$ cat config.mk
export PLATFORM = sky130hd
export DESIGN_NAME = scl2x_emit
export DESIGN_NICKNAME = d
export VERILOG_FILES = /design/src/sv/scl2x_pkg.sv /design/src/sv/scl2x_emit.sv
export VERILOG_INCLUDE_DIRS = /design/src /design/src/sv
export SDC_FILE = /design/constraint.sdc
export NUM_CORES = 1
export LEC_CHECK = 0
export ABC_AREA = 0
export BUFFER_PORTS_ARGS = -buffer_cell sky130_fd_sc_hd__buf_2
export CORE_ASPECT_RATIO = 1.75
export CORE_UTILIZATION = 46
export DETAILED_ROUTE_END_ITERATION = 12
export PLACE_DENSITY_LB_ADDON = 0.12
export RECOVER_POWER = 50
export SETUP_SLACK_MARGIN = 0.1
export SLEW_MARGIN = 30
export SYNTH_ARGS = -nofsm -noshare
export SYNTH_HDL_FRONTEND = slang
export SYNTH_SLANG_ARGS = --single-unit
$ cat constraint.sdc
create_clock -name aclk -period 24.9 [get_ports aclk]
set_input_delay 3.735 -clock aclk [delete_from_list [all_inputs] [get_ports aclk]]
set_output_delay 3.735 -clock aclk [all_outputs]
set_load 0.1 [all_outputs]
$ cat src/sv/scale2x_pixel_upscaler_core_defines.svh
// Assertion macros shared by the Scale2x upscaler RTL.
`ifndef SCALE2X_PIXEL_UPSCALER_CORE_DEFINES_SVH
`define SCALE2X_PIXEL_UPSCALER_CORE_DEFINES_SVH

`ifndef SYNTHESIS
// Same-cycle implication, disabled while reset is asserted
`define SCL2X_ASSERT_IMPL(name, clk, rstn, ante, cons) \
    name: assert property (@(posedge clk) disable iff (!(rstn)) (ante) |-> (cons)) \
        else $error("scale2x core check failed");
// Next-cycle implication, disabled while reset is asserted
`define SCL2X_ASSERT_NEXT(name, clk, rstn, ante, cons) \
    name: assert property (@(posedge clk) disable iff (!(rstn)) (ante) |=> (cons)) \
        else $error("scale2x core check failed");
`else
`define SCL2X_ASSERT_IMPL(name, clk, rstn, ante, cons)
`define SCL2X_ASSERT_NEXT(name, clk, rstn, ante, cons)
`endif

`endif

$ cat src/sv/scl2x_pkg.sv
// Shared types and constants of the Scale2x upscaler.
package scl2x_pkg;

    localparam int PIX_W        = 32;
    localparam int OUT_X_W      = 11;
    localparam int OUT_Y_W      = 13;
    localparam int ROW_W        = 12;
    localparam int IMG_W_W      = 11;
    localparam int IMG_H_W      = 13;
    localparam int CFG_IDX_W    = 2;
    localparam int CFG_DATA_W   = 13;
    localparam int IMG_W_RESET  = 256;
    localparam int IMG_H_RESET  = 256;
    localparam int HEIGHT_LIMIT = 4096;
    localparam int NUM_BLK      = 3;
    localparam int CNT_W        = 2;
    localparam int OUT_DATA_W   = 56;

    // Quadrant of a 2x2 block: bit 0 is the column, bit 1 the row
    localparam logic [1:0] QUAD_FIRST = 2'd0;
    localparam logic [1:0] QUAD_LAST  = 2'd3;

    typedef enum logic [CFG_IDX_W-1:0] {
        CFG_IMAGE_WIDTH  = 2'd0,
        CFG_IMAGE_HEIGHT = 2'd1
    } cfg_idx_t;

    typedef logic [PIX_W-1:0] pix_t;
    typedef pix_t [3:0] quad_t;

    // One destination block: four pixels and the even base coordinates
    typedef struct packed {
        quad_t              pix;
        logic [OUT_X_W-1:0] bx;
        logic [OUT_Y_W-1:0] by;
    } blk_t;

    // Blocks caused by one item, in emission order where valid
    typedef struct packed {
        logic [NUM_BLK-1:0] vld;
        blk_t [NUM_BLK-1:0] blk;
    } blk_set_t;

endpackage

$ cat src/sv/scl2x_emit.sv
// Result sequencer: holds the blocks of one item and sends one pixel per cycle while m_tready allows.
`include "scale2x_pixel_upscaler_core_defines.svh"

module scl2x_emit (
    input  logic                                aclk,
    input  logic                                aresetn,
    input  logic                                in_valid,
    output logic                                in_ready,
    input  scl2x_pkg::blk_set_t                 in_set,
    output logic                                m_tvalid,
    input  logic                                m_tready,
    output logic [scl2x_pkg::OUT_DATA_W-1:0]    m_tdata,
    output logic                                m_tlast
);

    localparam int NB = scl2x_pkg::NUM_BLK;
    localparam int CN = scl2x_pkg::CNT_W;
    localparam int XW = scl2x_pkg::OUT_X_W;
    localparam int YW = scl2x_pkg::OUT_Y_W;

    scl2x_pkg::blk_t [NB-1:0] slot_reg, slot_next, comp;
    logic [CN-1:0]            cnt_reg, cnt_next, comp_cnt;
    logic [1:0]               sub_reg, sub_next;
    logic                     m_valid_reg, m_valid_next;
    logic [XW-1:0]            m_x_reg;
    logic [YW-1:0]            m_y_reg;
    scl2x_pkg::pix_t          m_pix_reg;
    logic                     m_last_reg;
    logic                     out_free, take, fin, load;

    // Pack the valid blocks to the front
    always_comb begin
        comp     = '0;
        comp_cnt = '0;
        for (int i = 0; i < NB; i++) begin
            if (in_set.vld[i]) begin
                comp[comp_cnt] = in_set.blk[i];
                comp_cnt       = comp_cnt + CN'(1);
            end
        end
    end

    // Advance through quadrants and blocks
    always_comb begin
        out_free  = !m_valid_reg || m_tready;
        take      = (cnt_reg != '0) && out_free;
        fin       = take && (sub_reg == scl2x_pkg::QUAD_LAST) && (cnt_reg == CN'(1));
        in_ready  = (cnt_reg == '0) || fin;
        load      = in_valid && in_ready;
        slot_next = slot_reg;
        cnt_next  = cnt_reg;
        sub_next  = sub_reg;
        if (load) begin
            slot_next = comp;
            cnt_next  = comp_cnt;
            sub_next  = scl2x_pkg::QUAD_FIRST;
        end else if (take) begin
            if (sub_reg == scl2x_pkg::QUAD_LAST) begin
                for (int i = 0; i < NB - 1; i++) begin
                    slot_next[i] = slot_reg[i+1];
                end
                cnt_next = cnt_reg - CN'(1);
                sub_next = scl2x_pkg::QUAD_FIRST;
            end else begin
                sub_next = sub_reg + 2'd1;
            end
        end
        m_valid_next = take ? 1'b1 : (m_tready ? 1'b0 : m_valid_reg);
    end

    always_ff @(posedge aclk) begin
        if (!aresetn) begin
            cnt_reg     <= '0;
            sub_reg     <= scl2x_pkg::QUAD_FIRST;
            m_valid_reg <= 1'b0;
        end else begin
            cnt_reg     <= cnt_next;
            sub_reg     <= sub_next;
            m_valid_reg <= m_valid_next;
        end
    end

    // Hold block payload and load the output register
    always_ff @(posedge aclk) begin
        slot_reg <= slot_next;
        if (take) begin
            m_pix_reg  <= slot_reg[0].pix[sub_reg];
            m_x_reg    <= slot_reg[0].bx | XW'(sub_reg[0]);
            m_y_reg    <= slot_reg[0].by | YW'(sub_reg[1]);
            m_last_reg <= fin;
        end
    end

    assign m_tvalid = m_valid_reg;
    assign m_tdata  = {m_pix_reg, m_y_reg, m_x_reg};
    assign m_tlast  = m_last_reg;

    `SCL2X_ASSERT_IMPL(a_sub_idle, aclk, aresetn, cnt_reg == '0, sub_reg == scl2x_pkg::QUAD_FIRST)
    `SCL2X_ASSERT_IMPL(a_last_odd, aclk, aresetn, m_valid_reg && m_last_reg, m_x_reg[0] && m_y_reg[0])
    `SCL2X_ASSERT_NEXT(a_stall_hold, aclk, aresetn, (cnt_reg != '0) && !out_free, $stable(cnt_reg) && $stable(sub_reg))

endmodule

==> metrics <==
outcome=complete, but fails checks; failing checks=capacitance limit, slew limit; Root Buffer=clkbuf_16; Area Overhead vs Synth=16.0%; Max Cap Viol=15; Synth area leader=edfxtp_1; clock sink total=a little over 500; vias in the first global route=around 20k; Net Sw Frac=0.280; Avg WL per Cell=23.8 um; CP Capture Type=flip-flop; global-route wire length before repair=between 100000 and 150000 um; Reg2Reg Capture Point=slot_reg[5]; Synthesis Warnings=0; Post-layout nets=between 3k and 4k; final RePlAce weighted congestion=0.876; critical path startpoint=m_tready; Syn Nets=~2.7k; Die Ht=327 um; RSZ-0062 raised after global routing=no; post_cts resized=0; Total Routed Length=just over 80000 um; CTS Buf Count=50; antenna violations before repair=23; largest cells by area after synthesis=edfxtp_1 (55%), mux2_4 (12%), o21ai_0 (3.7%); share of cells above drive strength 1=0.342; Initial Util=0.467; Post-CTS Setup Inserts=0; Via Count=19.7k; Routed Antenna Nets=0; Yosys cell types=38; P_leak=0.0127 uW; Mapped Area=roughly 28000 um2; #FFs+latches synth=approximately 520; max reg flops=~460; Max-slew headroom=-3.99; final setup vio count=0; worst reg-to-reg setup slack=10.82 ns; GRT overflow=0; Final Hold Viols=0; CP Launch Type=input pin; Non-Filler Instances=3427; switching power=around 700 uW; Clock Tree Buf Depth=3; Post-DP HPWL=52000 um; max frequency=roughly 67 MHz; clk_lat worst skew=0.60 ns; Util after Layout=0.542; Final Max Slew Viols=937; Clk network pwr share=0.332; Final period util=0.598; placed cells=3313; Critical Path AT=between 10 and 15 ns; synthesized area per cell=roughly 13 um2; First-pass DRT Iterations=5; Reg clk slew, reported paths=0.06 ns; largest net degree at the start of global routing=206; number of filler cells placed in the layout=just over 5k; hold crit path type=reg -> reg; Fin Setup TNS=0 ns; area of the multi-input gates=roughly 11000 um2; # rows=118; core area=about 59000 um2; measured slew at the worst slew-check pin=around 7.5 ns; drt drc=0; internal power=~1800 uW; min cycle time layout=roughly 15 ns; post-route cell area=between 30000 and 40000 um2; H-tree depth=2; register area=about 16000 um2; crit path max fanout=around 120; Reg power frac=0.460; Die X=between 150 and 200 um; number of port buffers=521; CP endpoint=slot_reg[5]; Total GRT Usage=0.259; CTS tree=built; Ports=around 520; crit path kind=in -> reg; Hold Buf Count CTS=0; post-place instance area=between 30000 and 40000 um2; r2r startpoint=sub_reg[0]; drt initial violations=between 1.5k and 2k; VDD IR max=0.0000529 V; die area=61400 um2; Mapped Cells=roughly 2.2k; via/cell ratio=approximately 5.8; share of the synthesized area in the top cell type=0.554; Seq/Total Area, Yosys=0.558; r2r worst-path depth=8; skew final=approximately 0.025 ns; Worst Path Required=24.90 ns; PwrDens=between 70 and 80 nW/um2; combinational power share=0.209
==> cell families after synthesis <==
kind of cell             after synthesis  share of synthesized area
buffers and inverters                220                     0.0413
AND/OR/NAND/NOR                      654                      0.119
multiplexers                         338                      0.180
AO/OA/AOI/OAI                        465                     0.0990
adder cells (fa/ha/maj)                7                    0.00315
XOR/XNOR                               1                   0.000315
flip-flops                           518                      0.558
==> worst max-delay path, stage by stage <==
cell      delay (ns)
clkbuf_1        0.09
nand2b_1        0.20
a31oi_1         0.19
inv_1           0.16
nand2_1         0.16
o21ai_4         0.08
clkbuf_1        2.95
clkbuf_1        2.22
clkbuf_1        4.93
==> Yosys cell counts (all sizes together) <==
| cell | instances |
|---|---|
| a31oi | 111 |
| buf | 82 |
| o2111ai | 1 |
| nor2b | 3 |
| nand2 | 264 |
| nand3 | 111 |
| clkbuf | 130 |
| and3 | 153 |
| ha | 7 |
| or2 | 2 |
| mux4 | 32 |
| mux2 | 304 |
| a22oi | 42 |
| nand2b | 2 |
| mux2i | 2 |
| a311oi | 1 |
| xor2 | 1 |
| edfxtp | 513 |
| nor3 | 5 |
| o22ai | 1 |
| inv | 8 |
| o21ai | 264 |
| nor2 | 2 |
| a21oi | 3 |
| and2 | 112 |
| dfxtp | 5 |
| a22o | 42 |
==> worst min path at each step <==
| stage | startpoint | end | slack (ns) | depth (start not counted) |
|---|---|---|---|---|
| final | slot_reg[10] | m_y_reg[10] | 0.42 | 0 |
| after global routing | slot_reg[19] | m_x_reg[6] | 0.42 | 0 |
| after global placement | slot_reg[8] | m_y_reg[8] | 0.40 | 0 |
| after floorplan | slot_reg[23] | m_x_reg[10] | 0.40 | 0 |
| after CTS | slot_reg[10] | m_y_reg[10] | 0.42 | 0 |
| after detailed placement | slot_reg[10] | m_y_reg[10] | 0.40 | 0 |
==> power by group through the flow <==
stage | registers, uW | clock network (uW) | logic (uW)
3_3_place_gp | 1150 | 0 | 496
3_5_place_dp | 1160 | 0 | 504
4_1_cts | 1140 | 843 | 505
2_1_floorplan | 1260 | 0 | 284
6_report | 1150 | 830 | 522
5_1_grt | 1160 | 873 | 555
==> area by class of cell <==
cell class	count	share of cell area
clock inverters	30	0.0117
repair buffers	548	0.0872
clock buffers	63	0.0422
well taps	780	0.0303
flip-flops and latches	518	0.481
diodes	15	0.00116
multi-input cells	1465	0.346
inverters	8	0.00101
==> cell usage in the layout, fill, tap and decap left out, types with 12 or more instances in the layout <==
master and count:
mux2_4 220, clkbuf_1 77, o21ai_1 60, and3_1 153, nand2_1 264, a22o_1 42
edfxtp_1 513, buf_2 459, mux2_2 84, clkbuf_16 51, mux4_2 32, a31oi_1 111
nand3_1 111, diode_2 15, o21ai_0 203, buf_4 12, a22oi_1 42, and2_1 110
==> through the flow <==
stage / power, uW / hold slack, ns / setup slack (ns)
floorplan: 1540 / 0.400 / 6.75
global placement: 1650 / 0.400 / 16.54
detailed placement: 1660 / 0.405 / 16.53
CTS: 2490 / 0.420 / 16.52
global route: 2590 / 0.425 / 9.08
finish: 2500 / 0.420 / 10.02
==> routing by layer <==
layer / share of wire / GRT usage / wire (um)
met3: 0.074 / 0.0436 / 6030
met1: 0.41 / 0.349 / 33600
met5: 0.00088 / 0 / 72
met4: 0.035 / 0.0995 / 2840
met2: 0.48 / 0.418 / 39100
Note: power is estimated with default switching activity, not from simulation.
