File: config.mk
export PLATFORM = sky130hd
export DESIGN_NAME = scl2x_rule
export DESIGN_NICKNAME = d
export VERILOG_FILES = /design/src/sv/scale2x_pixel_upscaler_core_defines.svh /design/src/sv/scl2x_pkg.sv /design/src/sv/scl2x_rule.sv
export SDC_FILE = /design/constraint.sdc
export NUM_CORES = 1
export LEC_CHECK = 0
export BUFFER_PORTS_ARGS = -buffer_cell sky130_fd_sc_hd__buf_2
export CAP_MARGIN = 40
export CORE_MARGIN = 3
export CORE_UTILIZATION = 36
export DETAILED_ROUTE_END_ITERATION = 7
export GPL_ROUTABILITY_DRIVEN = 1
export GPL_TIMING_DRIVEN = 1
export PLACE_DENSITY_LB_ADDON = 0.05
export SLEW_MARGIN = 20
export SYNTH_ARGS = -nofsm -noshare
export SYNTH_HDL_FRONTEND = slang
export SYNTH_SLANG_ARGS = --single-unit
File: constraint.sdc
create_clock -name vclk -period 2.6
set_clock_uncertainty 0.2 [all_clocks]
set_input_delay 0.13 -clock vclk [all_inputs]
set_output_delay 0.13 -clock vclk [all_outputs]
set_load 0.005 [all_outputs]
File: src/sv/scale2x_pixel_upscaler_core_defines.svh
// Assertion macros shared by the Scale2x upscaler RTL.
`ifndef SCALE2X_PIXEL_UPSCALER_CORE_DEFINES_SVH
`define SCALE2X_PIXEL_UPSCALER_CORE_DEFINES_SVH

`ifndef SYNTHESIS
// Same-cycle implication, disabled while reset is asserted
`define SCL2X_ASSERT_IMPL(name, clk, rstn, ante, cons) \
    name: assert property (@(posedge clk) disable iff (!(rstn)) (ante) |-> (cons)) \
        else $error("scale2x core check failed");
// Next-cycle implication, disabled while reset is asserted
`define SCL2X_ASSERT_NEXT(name, clk, rstn, ante, cons) \
    name: assert property (@(posedge clk) disable iff (!(rstn)) (ante) |=> (cons)) \
        else $error("scale2x core check failed");
`else
`define SCL2X_ASSERT_IMPL(name, clk, rstn, ante, cons)
`define SCL2X_ASSERT_NEXT(name, clk, rstn, ante, cons)
`endif

`endif

File: src/sv/scl2x_pkg.sv
// Shared types and constants of the Scale2x upscaler.
package scl2x_pkg;

    localparam int PIX_W        = 32;
    localparam int OUT_X_W      = 11;
    localparam int OUT_Y_W      = 13;
    localparam int ROW_W        = 12;
    localparam int IMG_W_W      = 11;
    localparam int IMG_H_W      = 13;
    localparam int CFG_IDX_W    = 2;
    localparam int CFG_DATA_W   = 13;
    localparam int IMG_W_RESET  = 256;
    localparam int IMG_H_RESET  = 256;
    localparam int HEIGHT_LIMIT = 4096;
    localparam int NUM_BLK      = 3;
    localparam int CNT_W        = 2;
    localparam int OUT_DATA_W   = 56;

    // Quadrant of a 2x2 block: bit 0 is the column, bit 1 the row
    localparam logic [1:0] QUAD_FIRST = 2'd0;
    localparam logic [1:0] QUAD_LAST  = 2'd3;

    typedef enum logic [CFG_IDX_W-1:0] {
        CFG_IMAGE_WIDTH  = 2'd0,
        CFG_IMAGE_HEIGHT = 2'd1
    } cfg_idx_t;

    typedef logic [PIX_W-1:0] pix_t;
    typedef pix_t [3:0] quad_t;

    // One destination block: four pixels and the even base coordinates
    typedef struct packed {
        quad_t              pix;
        logic [OUT_X_W-1:0] bx;
        logic [OUT_Y_W-1:0] by;
    } blk_t;

    // Blocks caused by one item, in emission order where valid
    typedef struct packed {
        logic [NUM_BLK-1:0] vld;
        blk_t [NUM_BLK-1:0] blk;
    } blk_set_t;

endpackage

File: src/sv/scl2x_rule.sv
// Scale2x rule for one 2x2 block from the centre pixel and its four neighbors.
module scl2x_rule (
    input  scl2x_pkg::pix_t  up,
    input  scl2x_pkg::pix_t  left,
    input  scl2x_pkg::pix_t  centre,
    input  scl2x_pkg::pix_t  right,
    input  scl2x_pkg::pix_t  down,
    output scl2x_pkg::quad_t quad
);

    logic active;

    // Apply the corner rule only where the cross is not symmetric
    always_comb begin
        active  = (up != down) && (left != right);
        quad[0] = (active && (left == up))    ? left  : centre;
        quad[1] = (active && (up == right))   ? right : centre;
        quad[2] = (active && (left == down))  ? left  : centre;
        quad[3] = (active && (down == right)) ? right : centre;
    end

endmodule

==> out/qor.yml, run 1 <==
run_status:
  status: "completed"
floorplan:
  core_area_sq_um: 11100
  io_pins: 288
  start_util: 0.376
  fp.dieH_microns: 114
  die_width_microns: 114
  dieArea_sq_um: 12900
  rows: 38
setup_path:
  cp_num_buf_inv: 5
  slowest_delay_ns: 0.39
  crit_chain: "buf_2 -> xor2_1 -> nor4_1 -> nand4_1 -> o22ai_4 -> buf_12 -> nor3_4 -> buf_12 -> clkbuf_16 -> mux2_4 -> buf_2"
  cp.arrival_ns: 2.20
  start_kind: "input pin"
  path_delay_family: "buffers and inverters"
  slowest_stage: "nor4_1"
  worstSetupPathType: "input pin to primary output"
  crit_fanout: 7
  cp-end-kind: "primary output"
  cp.required_ns: 2.27
grt:
  grt_usage: 0.256
  grt_pass1_vias: 4522
  grt_overflow_total: 0
  grt_max_degree: 27
  grt_first_pass_wirelength_microns: 25700
  antenna_found_initial: 0
timing:
  setup_viol: 0
  drv_slew: 0
  relSlewSlack: 0.719
  min_period_ns: 2.53
  rsz0062_at_grt: "no"
  hold_viol: 0
  fmax_ghz: 0.395
  holdWs_ns: 0.395
  post-route-period-util: 0.973
  worst_pin_slew_ns: 0.418
cells_and_area:
  drive_above_1_share: 0.653
  regArea_sq_um: 0
  clock_buffers: 0
  final_design_area_no_fill_sq_um: 6090
  area_growth_pct: 46.0
  num_antenna_cells: 0
  layout.nets: 870
  stdcell_count: 848
  postLayoutCoreUtil: 0.550
  seq_cells: 0
  layout_common_cells: "buf_2, xor2_1, mux2_4"
  mostFrequentLayoutCell: "buf_2"
synth:
  synthesis.nets: 557
  synthesis.area_sq_um: 4170
  avgSynthCellArea_sq_um: 10.5
  synthCells: 397
  yosys_warnings: 0
  synth_cell_types: 8
  synth-seq-area-share: 0
placement:
  portBuffers: 288
  dp_hpwl_microns: 15700
  placed_cell_area_sq_um: 5990
  gp_congestion: 1.02
  dp.cells: 845
power_and_ir_drop:
  p_per_area_nw_per_um2: 147
  cellLeakagePower_nw: 3.03
  total_power_uw: 894
  ir_drop_mv: 0.0911
run:
  max_cap_violations: 0
route:
  remaining_drc_errors: 0
  vias: 4326
  avgRoutedWirePerCell_microns: 21.1
  routed_via_density: 5.10
  drt-initial-drc-count: 161
  drt-total-wl_microns: 17900
  first_pass_iters: 4
  ant_nets: 0
min_path:
  min-delay-path-class: "input pin to primary output"
## power breakdown
group	internal, mW	switching (mW)
clock	0	0
sequential	0	0
combinational	0.438	0.456
total	0.438	0.456
## metal layers
layer  share of wire  vias up  global-route usage
li1                -     2059                   -
met1            0.41     2036               0.327
met2            0.49      214               0.459
met3           0.088       17              0.0504
met4           0.012        0              0.0280
met5               0        -                   0
## what timing repair did
item	in CTS	in global routing
pin swaps	0	6
hold buffers	0	0
gates resized for setup	1	6
cloned	0	2
endpoints found under the setup margin	24	23
buffers inserted	0	1
## area by class of cell
| cell class | count | area (sq um) |
|---|---|---|
| fillers | 1062 | 4990 |
| repair buffers | 323 | 1840 |
| multi-input cells | 385 | 4070 |
| well taps | 140 | 175 |
## synthesized netlist by cell type
cell	instances	share of area
xor2_1	192	0.40
nor3_4	4	0.016
mux2_4	120	0.43
buf_6	12	0.032
o22ai_4	1	0.0048
mux2_2	8	0.022
nor4_1	48	0.072
nand4_1	12	0.018
## worst min-delay path: cells and delay by family
kind | cells | cell delay, ns
muxes | 1 | 0.13
buffers and inverters | 2 | 0.21
## metrics by stage
stage / setup slack, ns / setup TNS (ns)
floorplan: 0.658 / 0
global placement: -0.0228 / -0.206
detailed placement: -0.0215 / -0.184
finish: 0.0713 / 0
global route: 0.00155 / 0
CTS: 0.0617 / 0
## worst paths after layout
kind        from         to  slack, ns  cells past startpoint
max      left[9]   quad[83]       0.07                     11
min   centre[30]  quad[126]       0.40                      3
## cells by family (layout without fill, tap and decap cells)
kind of cell | count (synthesis) | count (layout) | share of synthesized area
XOR/XNOR | 192 | 192 | 0.403
AND/OR/NAND/NOR | 64 | 64 | 0.106
multiplexers | 128 | 128 | 0.454
AO/OA/AOI/OAI | 1 | 1 | 0.00480
buffers and inverters | 12 | 323 | 0.0324
Power figures use the tool's default switching activity.
==> run 2, diff against run 1 <==
CORE_ASPECT_RATIO = 1.75   (was unset)
==> out/qor.yml, run 2 (synthesis gave the netlist of run 1 again) <==
cells_and_area:
  clock_buffers: 0  # unchanged
  layout_common_cells: "buf_2, xor2_1, mux2_4"  # unchanged
  area_growth_pct: 45.8  # was 46.0%
  seq_cells: 0  # unchanged
  num_antenna_cells: 0  # unchanged
  postLayoutCoreUtil: 0.541  # was 0.550
  final_design_area_no_fill_sq_um: 6080  # was 6090 sq um
  drive_above_1_share: 0.654  # was 0.653
  layout.nets: 871  # was 870
  mostFrequentLayoutCell: "buf_2"  # unchanged
  stdcell_count: 841  # was 848
  regArea_sq_um: 0  # unchanged
run_status:
  status: "completed"  # unchanged
timing:
  setup_viol: 0  # unchanged
  drv_slew: 0  # unchanged
  setup_tns_ns: 0  # unchanged
  post-route-period-util: 0.979  # was 0.973
  rsz0062_at_grt: "no"  # unchanged
  fmax_ghz: 0.393  # was 0.395 GHz
  relSlewSlack: 0.678  # was 0.719
  fin_ws_ns: 0.0557  # was 0.0713 ns
  hold_viol: 0  # unchanged
  min_period_ns: 2.54  # was 2.53 ns
  worst_pin_slew_ns: 0.479  # was 0.418 ns
route:
  avgRoutedWirePerCell_microns: 21.9  # was 21.1 microns
  routed_via_density: 5.07  # was 5.10
  drt-initial-drc-count: 117  # was 161
  remaining_drc_errors: 0  # unchanged
  ant_nets: 0  # unchanged
  drt-total-wl_microns: 18400  # was 17900 microns
  first_pass_iters: 4  # unchanged
  vias: 4268  # was 4326
power_and_ir_drop:
  p_comb_frac: 1.000  # about the same
  pwr-share-seq: 0  # about the same
  p_sw_uw: 465  # was 456 uW
  ir_drop_mv: 0.0729  # was 0.0911 mV
  p_per_area_nw_per_um2: 149  # was 147 nW/um^2
  cellLeakagePower_nw: 3.04  # was 3.03 nW
  pwr-share-clk: 0  # about the same
  p_int_uw: 443  # was 438 uW
  switching_share: 0.512  # was 0.510
setup_path:
  worstSetupPathType: "input pin to primary output"  # unchanged
  cp.arrival_ns: 2.21  # was 2.20 ns
  slowest_stage: "nor4_1"  # unchanged
  crit_fanout: 17  # was 7
  slowest_delay_ns: 0.45  # was 0.39 ns
  cp-end-kind: "primary output"  # unchanged
  crit_top_cell: "buf_2"
  path_delay_family: "simple AND/OR/NAND/NOR gates"  # was buffers and inverters
  cp.required_ns: 2.27  # about the same
  cp_num_buf_inv: 4  # was 5
  start_kind: "input pin"  # unchanged
  crit_chain: "buf_2 -> buf_4 -> xor2_1 -> nor4_1 -> nand4_1 -> nor3_4 -> buf_12 -> mux2_2 -> buf_2"  # was buf_2 -> xor2_1 -> nor4_1 -> nand4_1 -> o22ai_4 -> buf_12 -> nor3_4 -> buf_12 -> clkbuf_16 -> mux2_4 -> buf_2
grt:
  antenna_found_initial: 0  # unchanged
  grt_usage: 0.267  # was 0.256
  grt_max_degree: 18  # was 27
  grt_pass1_vias: 4528  # was 4522
  grt_first_pass_wirelength_microns: 26000  # was 25700 microns
  grt_overflow_total: 0  # unchanged
floorplan:
  fp.dieH_microns: 148  # was 114 microns
  core_area_sq_um: 11200  # was 11100 sq um
  dieArea_sq_um: 13000  # was 12900 sq um
  io_pins: 288  # unchanged
  rows: 51  # was 38
  die_width_microns: 87.3  # was 114 microns
  start_util: 0.371  # was 0.376
placement:
  portBuffers: 288  # unchanged
  placed_cell_area_sq_um: 6020  # was 5990 sq um
  post-place-ws_ns: -0.154  # was -0.0215 ns
  dp.cells: 841  # was 845
  gp_congestion: 0.958  # was 1.02
  dp_hpwl_microns: 16400  # was 15700 microns
clock_network:
  postCtsSetupRepairBufs: 0  # unchanged
min_path:
  min-delay-path-class: "input pin to primary output"  # unchanged
run:
  max_cap_violations: 0  # unchanged
==> run 2: path summary, 6_finish.rpt <==
check                 startpoint       end  depth (start not counted)
worst min-delay path   centre[0]   quad[0]                          3
worst max-delay path    left[20]  quad[64]                          9
==> run 2: stage by stage <==
stage / hold slack [ns] / power (mW)
final: 0.395 / 0.908
after global placement: 0.390 / 0.892
after CTS: 0.399 / 0.904
after global routing: 0.413 / 0.973
after floorplan: 0.181 / 0.376
after detailed placement: 0.397 / 0.895
==> run 2: layout make-up <==
type                            count  area, sq um
Timing Repair Buffer              324         1820
Fill cell                        1084         5150
Multi-Input combinational cell    385         4090
Tap cell                          132          165
==> run 2: routing by layer <==
layer	share of wire	wire, microns	up-vias	GRT usage
met3	0.059	1080	24	0.0288
li1	-	-	2055	-
met4	0.032	583	0	0.0783
met1	0.35	6360	1995	0.280
met5	0	0	-	0
met2	0.56	10400	194	0.530
==> run 2: power groups by stage <==
stage / logic, mW / clock network [mW] / registers, mW
finish: 0.908 / 0 / 0
global route: 0.973 / 0 / 0
CTS: 0.904 / 0 / 0
detailed placement: 0.895 / 0 / 0
global placement: 0.892 / 0 / 0
floorplan: 0.376 / 0 / 0
==> run 2: timing repair <==
action | 4_1_cts | 5_1_grt
pin swaps | 0 | 2
setup endpoints to repair | 128 | 128
hold buffers | 0 | 0
hold endpoints to repair | 0 | 0
gates resized for setup | 2 | 6
